**config.mk**
```make
export PLATFORM = sky130hd
export DESIGN_NAME = common_divisor_unit
export DESIGN_NICKNAME = d
export VERILOG_FILES = /design/src/rtl/cdu_pkg.sv /design/src/rtl/cdu_rem.sv /design/src/rtl/common_divisor_unit.sv
export SDC_FILE = /design/constraint.sdc
export NUM_CORES = 1
export LEC_CHECK = 0
export ABC_AREA = 1
export CAP_MARGIN = 20
export CORE_MARGIN = 8
export CORE_UTILIZATION = 64
export CTS_BUF_LIST = sky130_fd_sc_hd__clkbuf_4 sky130_fd_sc_hd__clkbuf_8 sky130_fd_sc_hd__clkbuf_16
export DETAILED_ROUTE_END_ITERATION = 12
export DONT_BUFFER_PORTS = 1
export PLACE_DENSITY_LB_ADDON = 0.2
export SETUP_SLACK_MARGIN = 0.5
export SYNTH_ARGS = -nofsm -noshare
export SYNTH_HDL_FRONTEND = slang
export SYNTH_SLANG_ARGS = --single-unit
```
**constraint.sdc**
```tcl
create_clock -name clk_i -period 3.9 [get_ports clk_i]
set_input_delay 0.78 -clock clk_i [delete_from_list [all_inputs] [get_ports clk_i]]
set_output_delay 0.78 -clock clk_i [all_outputs]
set_load 0.005 [all_outputs]
```
**src/rtl/cdu_pkg.sv**
```systemverilog
`timescale 1ns / 1ps

package cdu_pkg;

  typedef enum logic [2:0] {
    ST_IDLE,
    ST_GCD_CHECK,
    ST_GCD_WAIT,
    ST_FAC_INIT,
    ST_FAC_CHECK,
    ST_FAC_WAIT,
    ST_FINISH
  } cdu_state_e;

endpackage

```
**src/rtl/cdu_rem.sv**
```systemverilog
`timescale 1ns / 1ps

module cdu_rem #(
  parameter int unsigned Width = 16
) (
  input  logic             clk_i,
  input  logic             rst_ni,
  input  logic             start_i,
  input  logic [Width-1:0] dividend_i,
  input  logic [Width-1:0] divisor_i,
  output logic             busy_o,
  output logic             done_o,
  output logic [Width-1:0] rem_o
);

  localparam int unsigned CntW = $clog2(Width + 1);

  logic             busy_q, busy_d;
  logic             done_q, done_d;
  logic [CntW-1:0]  cnt_q, cnt_d;
  logic [Width-1:0] rem_q, rem_d;
  logic [Width-1:0] dvd_q, dvd_d;
  logic [Width-1:0] dvs_q, dvs_d;
  logic [Width:0]   trial;
  logic [Width:0]   diff;

  // One restoring step per cycle: bring down the next dividend bit and
  // subtract the divisor when it fits.
  assign trial = {rem_q, dvd_q[Width-1]};
  assign diff  = trial - {1'b0, dvs_q};

  always_comb begin
    busy_d = busy_q;
    done_d = 1'b0;
    cnt_d  = cnt_q;
    rem_d  = rem_q;
    dvd_d  = dvd_q;
    dvs_d  = dvs_q;
    if (start_i) begin
      busy_d = 1'b1;
      cnt_d  = CntW'(Width);
      rem_d  = '0;
      dvd_d  = dividend_i;
      dvs_d  = divisor_i;
    end else if (busy_q) begin
      rem_d = (trial >= {1'b0, dvs_q}) ? diff[Width-1:0] : trial[Width-1:0];
      dvd_d = {dvd_q[Width-2:0], 1'b0};
      cnt_d = cnt_q - CntW'(1);
      if (cnt_q == CntW'(1)) begin
        busy_d = 1'b0;
        done_d = 1'b1;
      end
    end
  end

  always_ff @(posedge clk_i or negedge rst_ni) begin
    if (!rst_ni) begin
      busy_q <= 1'b0;
      done_q <= 1'b0;
      cnt_q  <= '0;
    end else begin
      busy_q <= busy_d;
      done_q <= done_d;
      cnt_q  <= cnt_d;
    end
  end

  always_ff @(posedge clk_i) begin
    rem_q <= rem_d;
    dvd_q <= dvd_d;
    dvs_q <= dvs_d;
  end

  assign busy_o = busy_q;
  assign done_o = done_q;
  assign rem_o  = rem_q;

endmodule

```
**src/rtl/common_divisor_unit.sv**
```systemverilog
`timescale 1ns / 1ps

// Channel   Direction  tdata (lowest bits first)              tuser  tlast
// s_axis    in         operand_a, operand_b                   -      -
// m_axis    out        greatest_divisor, smallest_divisor     -      -
//
// Every remainder comes from one shared restoring unit. Each item costs one remainder per Euclid
// step and one per trial divisor up to the square root of the greatest divisor.
// Reset clears the sequencer and the output valid flag; no clearing pass.
// s_axis is ready only in idle, so a result waiting on m_axis does not stop the next
// transfer, but it holds the sequencer in its final state once that item is done.

module common_divisor_unit #(
  parameter int unsigned OPERAND_WIDTH = 16
) (
  input  logic                                      clk_i,
  input  logic                                      rst_ni,
  input  logic                                      s_axis_tvalid,
  output logic                                      s_axis_tready,
  // operand_a, operand_b
  input  logic [((2*OPERAND_WIDTH+7)/8)*8-1:0]      s_axis_tdata,
  output logic                                      m_axis_tvalid,
  input  logic                                      m_axis_tready,
  // greatest_divisor, smallest_divisor
  output logic [((2*OPERAND_WIDTH+7)/8)*8-1:0]      m_axis_tdata
);

  import cdu_pkg::*;

  localparam int unsigned OpW   = OPERAND_WIDTH;
  localparam int unsigned DataW = ((2 * OPERAND_WIDTH + 7) / 8) * 8;
  localparam int unsigned SqW   = OPERAND_WIDTH + 2;

  cdu_state_e       state_q, state_d;
  logic [OpW-1:0]   x_q, x_d;
  logic [OpW-1:0]   y_q, y_d;
  logic [OpW-1:0]   g_q, g_d;
  logic [OpW-1:0]   d_q, d_d;
  logic [SqW-1:0]   sq_q, sq_d;
  logic [OpW-1:0]   s_q, s_d;
  logic             zero_q, zero_d;
  logic             out_valid_q, out_valid_d;
  logic [DataW-1:0] out_data_q, out_data_d;

  logic             in_fire;
  logic             out_load;
  logic             rem_start;
  logic [OpW-1:0]   rem_dividend;
  logic [OpW-1:0]   rem_divisor;
  logic             rem_busy;
  logic             rem_done;
  logic [OpW-1:0]   rem_value;
  logic             sq_over;

  assign in_fire  = s_axis_tvalid && s_axis_tready;
  assign out_load = (state_q == ST_FINISH) && (!out_valid_q || m_axis_tready);
  assign sq_over  = sq_q > {2'b00, g_q};

  cdu_rem #(
    .Width (OpW)
  ) u_rem (
    .clk_i      (clk_i),
    .rst_ni     (rst_ni),
    .start_i    (rem_start),
    .dividend_i (rem_dividend),
    .divisor_i  (rem_divisor),
    .busy_o     (rem_busy),
    .done_o     (rem_done),
    .rem_o      (rem_value)
  );

  always_comb begin
    state_d = state_q;
    case (state_q)
      ST_IDLE:      if (in_fire) state_d = ST_GCD_CHECK;
      ST_GCD_CHECK: state_d = (y_q == '0) ? ST_FAC_INIT : ST_GCD_WAIT;
      ST_GCD_WAIT:  if (rem_done) state_d = ST_GCD_CHECK;
      ST_FAC_INIT:  state_d = (zero_q || g_q < OpW'(2)) ? ST_FINISH : ST_FAC_CHECK;
      ST_FAC_CHECK: state_d = sq_over ? ST_FINISH : ST_FAC_WAIT;
      ST_FAC_WAIT: begin
        if (rem_done) begin
          state_d = (rem_value == '0) ? ST_FINISH : ST_FAC_CHECK;
        end
      end
      ST_FINISH:    if (out_load) state_d = ST_IDLE;
      default:      state_d = ST_IDLE;
    endcase
  end

  always_comb begin
    s_axis_tready = (state_q == ST_IDLE);
    rem_start     = 1'b0;
    rem_dividend  = g_q;
    rem_divisor   = d_q;
    x_d           = x_q;
    y_d           = y_q;
    g_d           = g_q;
    d_d           = d_q;
    sq_d          = sq_q;
    s_d           = s_q;
    zero_d        = zero_q;
    case (state_q)
      ST_IDLE: begin
        x_d    = s_axis_tdata[OpW-1:0];
        y_d    = s_axis_tdata[2*OpW-1:OpW];
        zero_d = (s_axis_tdata[OpW-1:0] == '0) || (s_axis_tdata[2*OpW-1:OpW] == '0);
      end
      ST_GCD_CHECK: begin
        rem_dividend = x_q;
        rem_divisor  = y_q;
        if (y_q == '0) begin
          g_d = (x_q == '0) ? OpW'(1) : x_q;
        end else begin
          rem_start = 1'b1;
        end
      end
      ST_GCD_WAIT: begin
        if (rem_done) begin
          x_d = y_q;
          y_d = rem_value;
        end
      end
      ST_FAC_INIT: begin
        s_d  = OpW'(1);
        d_d  = OpW'(2);
        sq_d = SqW'(4);
      end
      ST_FAC_CHECK: begin
        if (sq_over) begin
          s_d = g_q;
        end else begin
          rem_start = 1'b1;
        end
      end
      ST_FAC_WAIT: begin
        if (rem_done) begin
          if (rem_value == '0) begin
            s_d = d_q;
          end else begin
            // Next square follows from (d + 1)^2 = d^2 + 2d + 1.
            sq_d = sq_q + {1'b0, d_q, 1'b1};
            d_d  = d_q + OpW'(1);
          end
        end
      end
      default: begin
      end
    endcase
  end

  always_comb begin
    out_valid_d = out_valid_q;
    out_data_d  = out_data_q;
    if (out_load) begin
      out_valid_d = 1'b1;
      out_data_d  = DataW'({s_q, g_q});
    end else if (m_axis_tready) begin
      out_valid_d = 1'b0;
    end
  end

  always_ff @(posedge clk_i or negedge rst_ni) begin
    if (!rst_ni) begin
      state_q     <= ST_IDLE;
      out_valid_q <= 1'b0;
    end else begin
      state_q     <= state_d;
      out_valid_q <= out_valid_d;
    end
  end

  always_ff @(posedge clk_i) begin
    x_q        <= x_d;
    y_q        <= y_d;
    g_q        <= g_d;
    d_q        <= d_d;
    sq_q       <= sq_d;
    s_q        <= s_d;
    zero_q     <= zero_d;
    out_data_q <= out_data_d;
  end

  assign m_axis_tvalid = out_valid_q;
  assign m_axis_tdata  = out_data_q;

  a_rem_idle_on_start : assert property (@(posedge clk_i) disable iff (!rst_ni)
    rem_start |-> !rem_busy)
    else $error("remainder unit started while busy");

  a_rem_done_in_wait : assert property (@(posedge clk_i) disable iff (!rst_ni)
    rem_done |-> (state_q == ST_GCD_WAIT || state_q == ST_FAC_WAIT))
    else $error("remainder finished outside a wait state");

  a_trial_divisor_min : assert property (@(posedge clk_i) disable iff (!rst_ni)
    state_q == ST_FAC_WAIT |-> d_q >= OpW'(2))
    else $error("trial divisor below two");

  a_result_nonzero : assert property (@(posedge clk_i) disable iff (!rst_ni)
    out_load |-> (g_q != '0 && s_q != '0))
    else $error("zero divisor about to be delivered");

endmodule
```
* After elaboration in Yosys (flattened, before gate mapping)
Index checks and enable logic that the tools add are counted.
** Cells by class
- Add/subtract/negate cells :: 4
- Mux-type cells :: 41
- Magnitude comparators :: 3
- Reduce and logical (&&, ||, !) cells :: 22
- Equal/unequal tests :: 14
** Operators with widths (count)
- 2-to-1 mux 16 bit :: 12
- one-hot mux 16 bit (2 select lines) :: 3
- zero test 16 bit :: 5
- one-hot mux 16 bit (3 select lines) :: 1
- 2-to-1 mux 18 bit :: 2
- one-hot mux 18 bit (2 select lines) :: 1
- one-hot mux 3 bit (7 select lines) :: 1
- adder 18 x 17 -> 18 bit :: 1
- > comparator 18 x 16 -> 1 bit :: 1
- >= comparator 17 x 16 -> 1 bit :: 1
- adder 16 x 1 -> 16 bit, second input constant :: 1
- less-than comparator 16 x 2 -> 1 bit, second input constant :: 1
- subtractor 16 bit :: 1
- 2-to-1 mux 3 bit :: 4
- 2-to-1 mux 1 bit :: 11
- 2-to-1 mux 5 bit :: 2
- equality test 3 bit, second input constant :: 3
- inequality test 2 bit, second input constant :: 4
- AND reduction 4 bit :: 2
- nonzero test 2 bit :: 4
- equality test 3 x 2 -> 1 bit, second input constant :: 2
- 2-to-1 mux 2 bit :: 3
- inequality test 2 x 1 -> 1 bit, second input constant :: 3
- equality test 5 x 1 -> 1 bit, second input constant :: 1
- other kinds (10) :: 14
** Storage, ports and cells
- Output and inout port bits :: 34
- Bits in registers :: 190

* Logic depth before layout (Yosys ltp)
- Depth after elaboration :: 5
- Depth in mapped cells :: 17

* By module
From an unflattened synthesis, not the netlist that was laid out.
** Second synthesis, totals
- Cells, all modules :: 1224
- Area, all modules :: 10754.1 um^2
** Modules (own cells, without submodules)
- common_divisor_unit :: area each 7295.7 um^2, seq. area each 4033.9 um^2, cells an instance 788, instances 1
- cdu_rem :: area each 3458.3 um^2, seq. area each 1456.4 um^2, cells an instance 436, instances 1

* Worst setup path after synthesis
OpenSTA, ideal clock, no wires.
- Kind :: register to register
- Start point :: reg state_q[0]
- End point :: reg d_q[0], enable pin
- Setup slack :: 0.945 ns
- Setup time :: 0.437 ns
- Arrival time :: 2.519 ns
- Stages on the path, launching flop included :: 7
- Cell sequence :: dfrtp_1 > inv_2 > nor2_1 > inv_2 > nor2_4 > nand2_1 > a21oi_1
** On the way
- Longest elaborated chain between the ends :: 3
- Elaborated cells between the ends (all ways) :: 6
- Those cells by class :: 4 x eq/ne; 2 x reduce/logical
** RTL lines
- start, declared :: line common_divisor_unit.sv:34 : cdu_state_e state_q, state_d;
- start signal, assigned :: line common_divisor_unit.sv:167 : state_q <= state_d;
- equality test 3 bit or equality test 3 x 2 -> 1 bit (tied branches) :: line common_divisor_unit.sv:102 : case (state_q)
- inequality test 2 bit (no line), or another cell as far along
- AND reduction 3 bit (no line) (*)
- end signal, assigned :: line common_divisor_unit.sv:176 : d_q <= d_d;
- end, declared :: line common_divisor_unit.sv:38 : logic [OpW-1:0] d_q, d_d;
Mark *: on every way between the ends. The rest lies on a longest branch, timed or not.
A chain may end at the register's enable or synchronous reset.

* Worst setup path after layout
- Start point :: reg g_q[15]
- End point :: reg u_rem.dvd_q[7], enable pin
** On the way
- Longest elaborated chain between the ends :: 4
** RTL lines
- start, declared :: line common_divisor_unit.sv:37 : logic [OpW-1:0] g_q, g_d;
- start signal, assigned :: line common_divisor_unit.sv:175 : g_q <= g_d;
- > comparator 18 x 16 -> 1 bit :: line common_divisor_unit.sv:57 : assign sq_over = sq_q > {2'b00, g_q};
- 2-to-1 mux 1 bit :: line common_divisor_unit.sv:129 : if (sq_over) begin
- one-hot mux 1 bit (2 select lines) :: line common_divisor_unit.sv:102
- nonzero test 2 bit (no line)
- end signal, assigned :: line cdu_rem.sv:70 : dvd_q <= dvd_d;
- end, declared :: line cdu_rem.sv:22 : logic [Width-1:0] dvd_q, dvd_d;
Every way passes these cells.

==> flow_summary.json <==
{
  "drt-total-wl_mm": 28.8,
  "synth_area_leaders": "edfxtp_1 (45%), nand2_1 (11%), ha_1 (5.9%), inv_1 (5.8%), o21ai_0 (3.4%)",
  "synth-main-ff-cell": "edfxtp_1",
  "slew_headroom_pct": 43.6,
  "drtPass1Iterations": 6,
  "netlist_area_um2": 10800,
  "root_buffer": "clkbuf_16",
  "post-route-period-util_pct": 73.5,
  "finalClockSkew_ns": 0.0107,
  "diodes": 0,
  "drv_cap": 0,
  "start_kind": "flip-flop",
  "crit_chain": "inv_1 > ha_1 > nand2_1 > nor3_1 > a21oi_1 > nand2_1 > nand2_1 > nand2_2 > nand2_4 > inv_2 > nand2_1",
  "synth_top_area_share_pct": 45.3,
  "clkSinkCount": 190,
  "crit_fanout": 21,
  "dieArea_um2": 21300,
  "clock_path_buffers": 2,
  "area_growth_pct": 6.85,
  "rsz0062_at_grt": "false",
  "place_area_um2": 10900,
  "rows": 47,
  "hpwl_mm": 21.8,
  "postSynthNetCount": 1304,
  "drv_slew": 0,
  "setup_viol": 0,
  "yosysSeqAreaShare_pct": 50.9,
  "drc": 0,
  "die_w_um": 146,
  "slowest_stage": "nand2_1",
  "ir_drop_uv": 596,
  "ios": 70,
  "synth_most_common_cell": "nand2_1",
  "synth_area_leader_cell": "edfxtp_1",
  "gr-total-overflow": 0,
  "tns_ns": 0,
  "synth_edf_count": 163,
  "grt_max_degree": 64,
  "syn_area_per_cell_um2": 8.89,
  "fin_ws_ns": 1.03,
  "initial_core_util_pct": 65.3,
  "post_drt_wl_per_cell_um": 20.1,
  "critical-path-max-stage-delay_ns": 0.50,
  "antenna_left": 0,
  "dp_slack_ns": 1.03,
  "r2r_setup_slack_ns": 1.03,
  "yosys_warnings": 0,
  "drt-initial-drc-count": 875,
  "final_layout_size_suffix_gt1_share_pct": 10.5,
  "critical_path_class": "flip-flop to flip-flop",
  "finalPower_mw": 10.6,
  "status": "finished, final reports clean",
  "via_count": 8567,
  "cts_made_buffers": 17,
  "core_area_um2": 16500,
  "ctsHoldBuffers": 0,
  "async_flop_share_pct": 5.79,
  "postCtsSetupBuffers": 0,
  "tightest_slew_ns": 0.846,
  "numPortBuffers": 0,
  "period_needed_ns": 2.87,
  "die_y_um": 146,
  "insertion_delay_ns": 0.44,
  "cp.required_ns": 3.92,
  "clock.fmax_ghz": 0.349,
  "path_clk_slew_ns": 0.08,
  "cts_tree": "done",
  "multi_input_area_um2": 4410,
  "fillCellCount": 1281,
  "grt_pass1_vias": 8108,
  "ys_ff_latch": 190,
  "gp_congestion": 1.01,
  "grt.total_usage_pct": 27.2,
  "worstPathArrival_ns": 2.89,
  "hold_violations": 0,
  "grt_first_pass_wirelength_mm": 44.9,
  "cts-resized-gates": 0,
  "cp_common_cell": "nand2_1",
  "synthTopCellsByCount": "nand2_1 (320), inv_1 (168), edfxtp_1 (163)",
  "final_area_um2": 11500,
  "cts_max_level": 4,
  "leakage_nw": 4.97,
  "synth_cells": 1215,
  "hold_path.class": "input pin to asynchronous set/reset pin",
  "via_per_inst": 5.99,
  "antenna_found_initial": 0,
  "pwr_density_cell_nw_per_um2": 917,
  "end_kind": "flip-flop",
  "ys_types": 55,
  "fin_nets": 1287,
  "seqCellArea_um2": 5490
}
-- cell usage in the layout, fill, tap and decap left out, drive strengths merged, types with 2 or more instances in the layout --
cell type	netlist	layout
a21o	4	4
a21oi	74	74
a31oi	4	4
and2	2	2
buf	17	9
clkbuf	26	17
clkinv	1	10
dfrtp	11	11
dfxtp	16	16
edfxtp	163	163
fa	2	2
ha	51	51
inv	177	182
nand2	342	342
nand3	67	67
nand3b	2	2
nand4	16	16
nor2	74	74
nor3	16	16
nor3b	3	3
nor4	18	18
o21a	2	2
o21ai	80	80
o21bai	4	4
o22ai	16	16
o31ai	2	2
o41ai	2	2
or2	4	4
xnor2	8	8
xor2	4	4
-- final timing paths --
| kind | start | to | depth (start not counted) |
|---|---|---|---|
| min in group clk_i | s_q[14] | m_axis_tdata[30] | 0 |
| worst max register to register | g_q[15] | u_rem.dvd_q[7] | 11 |
| worst min-delay path | rst_ni | u_rem.cnt_q[0] | 0 |
| worst max-delay path | g_q[15] | u_rem.dvd_q[7] | 11 |
| max in group asynchronous | rst_ni | state_q[2] | 0 |
| worst min register to register | s_q[14] | m_axis_tdata[30] | 0 |
-- sequential cells by signal, summed over array words and instances, names as in the netlist --
name,cells
m_axis_tdata,32
sq_q,18
d_q,16
g_q,16
s_q,16
u_rem.dvd_q,16
u_rem.dvs_q,16
u_rem.rem_o,16
x_q,16
y_q,16
u_rem.cnt_q,5
state_q,3
m_axis_tvalid,1
u_rem.busy_o,1
u_rem.done_o,1
zero_q,1
-- metal layers --
metal | part of all wire [%] | track usage (%) | up-vias
li1 | - | - | 4025
met4 | 3.9 | 12.2 | 0
met5 | 0 | 0 | -
met3 | 11 | 6.47 | 68
met2 | 44 | 40.4 | 492
met1 | 41 | 37.1 | 3982
-- worst max-delay path: cells and delay by family, from the launching register on --
family                   cells  cell delay (ns)
AO/OA/AOI/OAI                1             0.13
buffers and inverters        2             0.38
adder cells (fa/ha/maj)      1             0.30
flip-flops                   1             0.40
AND/OR/NAND/NOR              7             1.24
-- kinds of logic after synthesis --
logic type	synth area share, %
buf+inv	8.53
simple gates	23.2
flops	50.9
xor+xnor	0.973
compound gates	10.1
fa+ha+maj	6.28
-- layout make-up --
cell class              count  area share (%)
inverters                 178            5.79
clock buffers              17            3.69
repair buffers              9           0.586
well taps                 220            2.39
flip-flops and latches    190            47.6
multi-input cells         802            38.3
clock inverters            15            1.70
-- stage by stage --
step	utilization [%]	instances	hold WS (ns)
6_report	69.8	1431	0.0240
4_1_cts	69.8	1431	0.0162
5_1_grt	69.8	1431	0.00509
3_5_place_dp	66.0	1399	0.405
2_1_floorplan	-	1215	0.400
3_3_place_gp	66.0	1399	0.402
-- power breakdown --
| part | total [mW] | internal [mW] | switching (mW) |
|---|---|---|---|
| sequential | 3.89 | 3.26 | 0.627 |
| clock | 1.80 | 0.929 | 0.871 |
| combinational | 4.89 | 1.59 | 3.30 |
| total | 10.6 | 5.78 | 4.80 |
No activity file was read; power rests on OpenSTA's default activity.
